<file path="src/hw/rtl/tbd_pkg.sv">
`timescale 1ns / 1ps

package tbd_pkg;

	localparam logic [1:0] FMT_DXT1 = 2'd0;
	localparam logic [1:0] FMT_DXT3 = 2'd1;
	localparam logic [1:0] FMT_DXT5 = 2'd2;

	localparam int QDEPTH = 4;
	localparam int QPTR_W = $clog2(QDEPTH);
	localparam int QCNT_W = $clog2(QDEPTH + 1);

	localparam logic [3:0] LAST_TEXEL_IDX = 4'd15;

	typedef enum logic [1:0] {
		ALPHA_OPAQUE,
		ALPHA_NIBBLE,
		ALPHA_PALETTE
	} amode_t;

	typedef struct packed {
		logic [63:0] first_word;
		logic [63:0] second_word;
	} in_t;

	typedef struct packed {
		logic [3:0] texel_index;
		logic [7:0] red;
		logic [7:0] green;
		logic [7:0] blue;
		logic [7:0] alpha;
		logic       last_texel;
	} out_t;

	typedef struct packed {
		logic [7:0] r;
		logic [7:0] g;
		logic [7:0] b;
	} rgb_t;

	// one decoded block as the back end sees it
	typedef struct packed {
		rgb_t [3:0]      cpal;
		logic [7:0][7:0] apal;
		logic [31:0]     cidx;
		logic [63:0]     aword;
		amode_t          amode;
	} entry_t;

	typedef struct packed {
		logic              push;
		entry_t            data;
	} qpush_t;

	typedef struct packed {
		logic [QCNT_W-1:0] count;
		logic              empty;
	} qstat_t;

endpackage

</file>
<file path="src/hw/rtl/tbd_front.sv">
`timescale 1ns / 1ps

module tbd_front (
	input  logic              clk,
	input  logic              arst_n,
	input  logic              cfg_valid,
	output logic              cfg_ready,
	input  logic [1:0]        cfg_data,
	input  logic              in_valid,
	output logic              in_ready,
	input  tbd_pkg::in_t      in_data,
	input  tbd_pkg::qstat_t   qstat,
	output tbd_pkg::qpush_t   qpush
);

	logic [1:0] mode_q;

	// stage 1: expanded endpoints and weighted sums
	logic                v_s1;
	tbd_pkg::rgb_t       p0_s1, p1_s1;
	logic [8:0]          mr_s1, mg_s1, mb_s1;
	logic [9:0]          s2r_s1, s2g_s1, s2b_s1, s3r_s1, s3g_s1, s3b_s1;
	logic                four_s1;
	logic [7:0]          a0_s1, a1_s1;
	logic                agt_s1;
	logic [10:0]         sev_s1 [1:6];
	logic [10:0]         fiv_s1 [1:4];
	logic [31:0]         cidx_s1;
	logic [63:0]         aword_s1;
	tbd_pkg::amode_t     amode_s1;

	logic [63:0]         colour;
	logic                dxt1;
	logic [15:0]         c0, c1;
	tbd_pkg::rgb_t       p0, p1;
	tbd_pkg::rgb_t       sa, sb;
	logic [7:0]          a0, a1;
	logic [10:0]         sev [1:6];
	logic [10:0]         fiv [1:4];
	tbd_pkg::amode_t     amode;
	logic                in_fire;

	function automatic logic [7:0] div3(input logic [9:0] x);
		logic [20:0] prod;
		prod = 21'(x) * 21'd683;
		return prod[18:11];
	endfunction

	function automatic logic [7:0] div5(input logic [10:0] x);
		logic [21:0] prod;
		prod = 22'(x) * 22'd1639;
		return prod[20:13];
	endfunction

	function automatic logic [7:0] div7(input logic [10:0] x);
		logic [22:0] prod;
		prod = 23'(x) * 23'd2341;
		return prod[21:14];
	endfunction

	assign cfg_ready = 1'b1;
	assign in_ready  = (qstat.count + tbd_pkg::QCNT_W'(v_s1)) <
		tbd_pkg::QCNT_W'(tbd_pkg::QDEPTH);
	assign in_fire   = in_valid && in_ready;

	always_ff @(posedge clk or negedge arst_n) begin
		if (!arst_n) begin
			mode_q <= tbd_pkg::FMT_DXT1;
		end else if (cfg_valid) begin
			mode_q <= cfg_data;
		end
	end

	always_comb begin
		dxt1   = (mode_q == tbd_pkg::FMT_DXT1);
		colour = dxt1 ? in_data.first_word : in_data.second_word;
		c0     = colour[15:0];
		c1     = colour[31:16];
		p0     = '{r: {c0[15:11], 3'b0}, g: {c0[10:5], 2'b0}, b: {c0[4:0], 3'b0}};
		p1     = '{r: {c1[15:11], 3'b0}, g: {c1[10:5], 2'b0}, b: {c1[4:0], 3'b0}};
		a0     = in_data.first_word[7:0];
		a1     = in_data.first_word[15:8];
		for (int k = 1; k <= 6; k++) begin
			sev[k] = 11'((7 - k) * a0) + 11'(k * a1);
		end
		for (int k = 1; k <= 4; k++) begin
			fiv[k] = 11'((5 - k) * a0) + 11'(k * a1);
		end
		case (mode_q)
			tbd_pkg::FMT_DXT1: amode = tbd_pkg::ALPHA_OPAQUE;
			tbd_pkg::FMT_DXT3: amode = tbd_pkg::ALPHA_NIBBLE;
			default:           amode = tbd_pkg::ALPHA_PALETTE;
		endcase
	end

	always_ff @(posedge clk or negedge arst_n) begin
		if (!arst_n) begin
			v_s1 <= 1'b0;
		end else begin
			v_s1 <= in_fire;
		end
	end

	always_ff @(posedge clk) begin
		if (in_fire) begin
			p0_s1    <= p0;
			p1_s1    <= p1;
			s2r_s1   <= {1'b0, p0.r, 1'b0} + 10'(p1.r);
			s2g_s1   <= {1'b0, p0.g, 1'b0} + 10'(p1.g);
			s2b_s1   <= {1'b0, p0.b, 1'b0} + 10'(p1.b);
			s3r_s1   <= 10'(p0.r) + {1'b0, p1.r, 1'b0};
			s3g_s1   <= 10'(p0.g) + {1'b0, p1.g, 1'b0};
			s3b_s1   <= 10'(p0.b) + {1'b0, p1.b, 1'b0};
			mr_s1    <= 9'(p0.r) + 9'(p1.r);
			mg_s1    <= 9'(p0.g) + 9'(p1.g);
			mb_s1    <= 9'(p0.b) + 9'(p1.b);
			four_s1  <= !dxt1 || (c0 > c1);
			a0_s1    <= a0;
			a1_s1    <= a1;
			agt_s1   <= a0 > a1;
			sev_s1   <= sev;
			fiv_s1   <= fiv;
			cidx_s1  <= colour[63:32];
			aword_s1 <= in_data.first_word;
			amode_s1 <= amode;
		end
	end

	// stage 2: reciprocal divides, result goes straight into the queue
	always_comb begin
		sa = '{r: div3(s2r_s1), g: div3(s2g_s1), b: div3(s2b_s1)};
		sb = '{r: div3(s3r_s1), g: div3(s3g_s1), b: div3(s3b_s1)};
		qpush.push         = v_s1;
		qpush.data.cpal[0] = p0_s1;
		qpush.data.cpal[1] = p1_s1;
		if (four_s1) begin
			qpush.data.cpal[2] = sa;
			qpush.data.cpal[3] = sb;
		end else begin
			qpush.data.cpal[2] = '{r: mr_s1[8:1], g: mg_s1[8:1], b: mb_s1[8:1]};
			qpush.data.cpal[3] = '0;
		end
		qpush.data.apal[0] = a0_s1;
		qpush.data.apal[1] = a1_s1;
		if (agt_s1) begin
			for (int k = 1; k <= 6; k++) begin
				qpush.data.apal[k + 1] = div7(sev_s1[k]);
			end
		end else begin
			for (int k = 1; k <= 4; k++) begin
				qpush.data.apal[k + 1] = div5(fiv_s1[k]);
			end
			qpush.data.apal[6] = 8'd0;
			qpush.data.apal[7] = 8'd255;
		end
		qpush.data.cidx  = cidx_s1;
		qpush.data.aword = aword_s1;
		qpush.data.amode = amode_s1;
	end

endmodule

</file>
<file path="src/hw/rtl/tbd_queue.sv">
`timescale 1ns / 1ps

module tbd_queue (
	input  logic              clk,
	input  logic              arst_n,
	input  tbd_pkg::qpush_t   qpush,
	input  logic              pop,
	output tbd_pkg::qstat_t   qstat,
	output tbd_pkg::entry_t   head
);

	tbd_pkg::entry_t                 mem_q [tbd_pkg::QDEPTH];
	logic [tbd_pkg::QPTR_W-1:0]      wr_ptr_q, rd_ptr_q;
	logic [tbd_pkg::QCNT_W-1:0]      count_q;

	assign qstat.count = count_q;
	assign qstat.empty = (count_q == '0);
	assign head        = mem_q[rd_ptr_q];

	always_ff @(posedge clk or negedge arst_n) begin
		if (!arst_n) begin
			wr_ptr_q <= '0;
			rd_ptr_q <= '0;
			count_q  <= '0;
		end else begin
			if (qpush.push) begin
				wr_ptr_q <= wr_ptr_q + 1'b1;
			end
			if (pop) begin
				rd_ptr_q <= rd_ptr_q + 1'b1;
			end
			case ({qpush.push, pop})
				2'b10:   count_q <= count_q + 1'b1;
				2'b01:   count_q <= count_q - 1'b1;
				default: count_q <= count_q;
			endcase
		end
	end

	always_ff @(posedge clk) begin
		if (qpush.push) begin
			mem_q[wr_ptr_q] <= qpush.data;
		end
	end

endmodule

</file>
<file path="src/hw/rtl/tbd_back.sv">
`timescale 1ns / 1ps

module tbd_back (
	input  logic              clk,
	input  logic              arst_n,
	input  tbd_pkg::qstat_t   qstat,
	input  tbd_pkg::entry_t   head,
	output logic              pop,
	output logic              out_valid,
	input  logic              out_ready,
	output tbd_pkg::out_t     out_data
);

	logic [3:0]       tex_q;
	logic             valid_q;
	tbd_pkg::out_t    out_q;
	logic             advance;
	logic [1:0]       ci;
	logic [2:0]       ai;
	tbd_pkg::rgb_t    col;
	logic [7:0]       alpha;

	assign advance   = !qstat.empty && (!valid_q || out_ready);
	assign pop       = advance && (tex_q == tbd_pkg::LAST_TEXEL_IDX);
	assign out_valid = valid_q;
	assign out_data  = out_q;

	always_comb begin
		ci  = head.cidx[{tex_q, 1'b0} +: 2];
		ai  = head.aword[6'd16 + 6'(tex_q) * 6'd3 +: 3];
		col = head.cpal[ci];
		case (head.amode)
			tbd_pkg::ALPHA_OPAQUE: alpha = 8'd255;
			tbd_pkg::ALPHA_NIBBLE: alpha = {head.aword[{tex_q, 2'b0} +: 4], 4'b0};
			default:               alpha = head.apal[ai];
		endcase
	end

	always_ff @(posedge clk or negedge arst_n) begin
		if (!arst_n) begin
			tex_q   <= '0;
			valid_q <= 1'b0;
		end else begin
			if (advance) begin
				tex_q   <= tex_q + 1'b1;
				valid_q <= 1'b1;
			end else if (out_ready) begin
				valid_q <= 1'b0;
			end
		end
	end

	always_ff @(posedge clk) begin
		if (advance) begin
			out_q.texel_index <= tex_q;
			out_q.red         <= col.r;
			out_q.green       <= col.g;
			out_q.blue        <= col.b;
			out_q.alpha       <= alpha;
			out_q.last_texel  <= (tex_q == tbd_pkg::LAST_TEXEL_IDX);
		end
	end

endmodule

</file>
<file path="src/hw/rtl/texture_block_decoder_top.sv">
`timescale 1ns / 1ps

// S3TC block decoder. Each transfer on the input takes one 4x4 block as two
// little-endian 64-bit words; the output then gives its 16 RGBA texels in
// row-major order, one per transfer, with last_texel set on the sixteenth.
// cfg_data selects DXT1, DXT3 or DXT5 (code 3 acts as DXT5); write it only
// while no block is in flight. Throughput is one texel per cycle while the queue
// holds a block and out_ready is high, set by the single texel-wide output
// register. With the queue empty, a block's transfer loads the expanded
// endpoints and weighted sums into the stage-1 registers, the divided palettes
// are then written into a four-block queue, and the output register is loaded
// from the queue head. The queue lets new blocks be taken while earlier ones
// still stream out.
module texture_block_decoder_top (
	input  logic              clk,
	input  logic              arst_n,
	input  logic              cfg_valid,
	output logic              cfg_ready,
	input  logic [1:0]        cfg_data,
	input  logic              in_valid,
	output logic              in_ready,
	input  tbd_pkg::in_t      in_data,
	output logic              out_valid,
	input  logic              out_ready,
	output tbd_pkg::out_t     out_data
);

	tbd_pkg::qpush_t qpush;
	tbd_pkg::qstat_t qstat;
	tbd_pkg::entry_t head;
	logic            pop;

	tbd_front u_front (
		.clk       (clk),
		.arst_n    (arst_n),
		.cfg_valid (cfg_valid),
		.cfg_ready (cfg_ready),
		.cfg_data  (cfg_data),
		.in_valid  (in_valid),
		.in_ready  (in_ready),
		.in_data   (in_data),
		.qstat     (qstat),
		.qpush     (qpush)
	);

	tbd_queue u_queue (
		.clk    (clk),
		.arst_n (arst_n),
		.qpush  (qpush),
		.pop    (pop),
		.qstat  (qstat),
		.head   (head)
	);

	tbd_back u_back (
		.clk       (clk),
		.arst_n    (arst_n),
		.qstat     (qstat),
		.head      (head),
		.pop       (pop),
		.out_valid (out_valid),
		.out_ready (out_ready),
		.out_data  (out_data)
	);

endmodule

</file>
<file path="config.mk">
export PLATFORM = sky130hd
export DESIGN_NAME = texture_block_decoder_top
export DESIGN_NICKNAME = d
export VERILOG_FILES = /design/src/hw/rtl/tbd_pkg.sv /design/src/hw/rtl/tbd_front.sv /design/src/hw/rtl/tbd_queue.sv /design/src/hw/rtl/tbd_back.sv /design/src/hw/rtl/texture_block_decoder_top.sv
export SDC_FILE = /design/constraint.sdc
export NUM_CORES = 2
export LEC_CHECK = 0
export BUFFER_PORTS_ARGS = -buffer_cell sky130_fd_sc_hd__buf_2
export CORE_UTILIZATION = 30
export DETAILED_ROUTE_END_ITERATION = 6
export PLACE_DENSITY = 0.46
export SYNTH_ARGS = -nofsm -noshare
export SYNTH_HDL_FRONTEND = slang
export SYNTH_SLANG_ARGS = --single-unit
export TNS_END_PERCENT = 100
</file>
<file path="constraint.sdc">
create_clock -name clk -period 7.7 [get_ports clk]
set_clock_uncertainty 0.2 [all_clocks]
set_input_delay 0.385 -clock clk [delete_from_list [all_inputs] [get_ports clk]]
set_output_delay 0.385 -clock clk [all_outputs]
set_load 0.05 [all_outputs]
</file>
==> results.ini <==
[worst_hold_path]
hold_depth=2
worstHoldStart=in_data[73]
hp-class=input port to flop
holdPathEnd=u_front.aword_s1[9]

[floorplanning]
io_pins=175
num_rows=189
fp.dieH_microns=519
start_util_pct=30.2
die_w_microns=519
design.core.area_sq_um=266000
die_area_sq_um=270000

[clock_network]
path_clk_slew_ns=0.06
cts_tree=built
clk_latency_ns=0.81
htree_levels=4
numCtsBuffers=146
cts_num_sinks=1241
ctsLongestPathBuffers=3
cts-root-buf=clkbuf_16

[placed_design]
dp_hpwl_mm=154
place.gp.congestion=0.837
io_buffers=173

[setup_path]
reg2reg_from=u_front.aword_s1[9]
r2r-end=u_queue.mem_q[1][121]
r2r_cells=18
cpPeakStageDelay_ns=0.55
start_kind=flop
cp_cell_sequence=ha_1 > xor2_1 > ha_1 > fa_1 > fa_1 > inv_1 > fa_1 > inv_1 > ha_1 > o21a_1 > o21ai_0 > nor2_1 > o21ai_0 > a31oi_1 > a211o_1 > a21oi_1 > xnor2_1 > o21ai_0
path_buf_inv=2
crit_required_ns=8.02
critical_path.max_fanout=8
cp_slowest_cell=fa_1
cp_top_family=adder cells
crit_path_end_kind=flop
crit_type=flop to flop
r2r_slack_ns=2.06
cp.arrival_ns=5.95

[global_route]
grtUsageTotal_pct=15.8
grt_max_degree=126
grt_pass1_wl_mm=318
overflow=0
grt_pass1_vias=49100
antenna_found_initial=18

[cells_and_area]
seqCellArea_sq_um=37200
multi_input_area_sq_um=39200
drive_gt1_share_pct=14.8
nets=7584
syn2layout_area_growth_pct=13.9
fillCellCount=25700

[synth]
avgSynthCellArea_sq_um=14.2
synthFlopType=edfxtp_1
synth_edf_count=1226
syn_nets=7223
netlist_instances=5652
async_flop_share_pct=1.21
synth_cell_type_count=81
ys_ff_latch=1241
syn_area_sq_um=80300
ys_warn_count=0
ys_seq_area_share_pct=46.3

[timing]
rsz0062_at_grt=no
finalSetupTns_ns=0
clock.fmax_ghz=0.177
setup_viol=0
worst_pin_slew_ns=1.11
drv_slew=0
max_slew_margin_pct=25.7
fin_crit_sh_pct=73.2
hold_viol=0
finalCriticalPeriod_ns=5.64

[route]
vias=46200
dr.first_iter.drc_count=2644
final_antenna_net_count=0
first_pass_iters=5
viasPerCell=4.79
wl_mm=213
wl_per_cell_microns=22.0
drc=0

[outcome]
status=finished clean

[flow_run]
max-cap-violations=0

## how the worst max path moves through the flow
stage	startpoint	end	slack [ns]	depth (start not counted)
after global routing	u_front.aword_s1[8]	u_queue.mem_q[3][136]	1.72	16
after global placement	u_front.aword_s1[8]	u_queue.mem_q[0][136]	2.09	16
after floorplan	u_queue.wr_ptr_q[0]	u_queue.mem_q[0][0]	1.13	3
final	u_front.aword_s1[9]	u_queue.mem_q[1][121]	2.06	18
after CTS	u_front.aword_s1[8]	u_queue.mem_q[3][136]	2.00	16
after detailed placement	u_front.aword_s1[8]	u_queue.mem_q[3][136]	1.99	16
## metal layers
layer | part of all wire (%) | vias to the layer above | global-route usage (%)
met5 | 0 | - | 0
met4 | 1.9 | 0 | 3.37
met3 | 3.9 | 231 | 2.22
met2 | 47 | 874 | 26.3
met1 | 47 | 23600 | 21.8
li1 | - | 21600 | -
## final cells by class
type                    count  share of cell area, %
multi-input cells        3406                   42.9
flip-flops and latches   1241                   40.7
clock inverters            80                   1.04
inverters                 865                   3.55
repair buffers            353                   2.86
diodes                      2                0.00547
well taps                3533                   4.83
clock buffers             176                   4.16
## logic make-up (layout without fill, tap and decap cells)
kind of cell,after synthesis,in the layout,share of synthesized area (%)
adder cells (fa/ha/maj),1436,1436,25.4
multiplexers,530,530,12.0
flip-flops,1241,1241,46.3
AO/OA/AOI/OAI,622,622,5.10
buffers and inverters,1005,1474,4.89
XOR/XNOR,249,249,2.72
other,1,3,0.00467
AND/OR/NAND/NOR,568,568,3.58
## registers in the layout (all words and copies together) (netlist names), 2 cells and up
signal,flops
u_back.out_data,37
u_back.tex_q,4
u_front.amode_s1,2
u_front.aword_s1,64
u_front.cidx_s1,32
u_front.fiv_s1,38
u_front.mb_s1,6
u_front.mg_s1,7
u_front.mode_q,2
u_front.mr_s1,6
u_front.qpush,32
u_front.s2b_s1,6
u_front.s2g_s1,7
u_front.s2r_s1,6
u_front.s3b_s1,6
u_front.s3g_s1,7
u_front.s3r_s1,6
u_front.sev_s1,58
u_queue.count_q,3
u_queue.mem_q,904
u_queue.rd_ptr_q,2
u_queue.wr_ptr_q,2
## synth_stat cells, types with 21 or more instances
cell type | count | share of area, %
a22oi_1 | 49 | 0.46
mux2_2 | 90 | 1.3
xor2_1 | 75 | 0.82
nand3_1 | 42 | 0.26
a21o_1 | 76 | 0.71
a21oi_1 | 161 | 1.0
nor2b_1 | 43 | 0.34
o21bai_1 | 50 | 0.47
nand2b_1 | 26 | 0.20
clkbuf_1 | 60 | 0.28
o21a_1 | 36 | 0.34
mux2i_1 | 97 | 1.2
mux4_2 | 339 | 9.5
buf_1 | 22 | 0.10
nand4_1 | 21 | 0.16
nor3_1 | 67 | 0.42
o21ai_0 | 88 | 0.55
edfxtp_1 | 1226 | 46
or3_1 | 23 | 0.18
fa_1 | 319 | 8.0
xnor2_1 | 174 | 1.9
and2_1 | 22 | 0.17
nand2_1 | 107 | 0.50
nor2_1 | 149 | 0.70
buf_2 | 36 | 0.22
inv_1 | 862 | 4.0
ha_1 | 1117 | 17
## what timing repair did
item                      4_1_cts  5_1_grt
gates resized for setup         0        0
setup buffers                   0        0
hold buffers                  116        0
hold endpoints to repair      131        0
## through the flow
stage | cells | util (%) | instance area, sq um | hold WS, ns | setup slack [ns]
after floorplan | 5652 | - | 80300 | -0.111 | 1.13
after global placement | 9282 | 32.2 | 85500 | 0.225 | 2.09
after detailed placement | 9282 | 32.2 | 85500 | 0.249 | 1.99
after CTS | 9654 | 34.4 | 91500 | 0.00353 | 2.00
after global routing | 9656 | 34.4 | 91500 | 0.0154 | 1.72
final | 9656 | 34.4 | 91500 | 0.0611 | 2.06
## cells in the final DEF, fill, tap and decap left out, types with 87 or more instances in the layout
master	instances
a21oi_1	160
buf_2	173
clkbuf_16	147
dlygate4sd3_1	115
edfxtp_1	1226
fa_1	319
ha_1	1117
inv_1	861
mux2_2	90
mux2i_1	97
mux4_2	339
nand2_1	107
nor2_1	148
o21ai_0	87
xnor2_1	174
## worst register-to-register path, stage by stage (launching register included)
cell      delay, ns
edfxtp_1       0.53
ha_1           0.43
xor2_1         0.19
ha_1           0.31
fa_1           0.51
fa_1           0.55
inv_1          0.06
fa_1           0.53
inv_1          0.04
ha_1           0.28
o21a_1         0.10
o21ai_0        0.27
nor2_1         0.08
o21ai_0        0.11
a31oi_1        0.21
a211o_1        0.33
a21oi_1        0.19
xnor2_1        0.08
o21ai_0        0.40
Power is not shown: default switching activity piles up to over one toggle a cycle in this logic, so the estimate is an artifact.
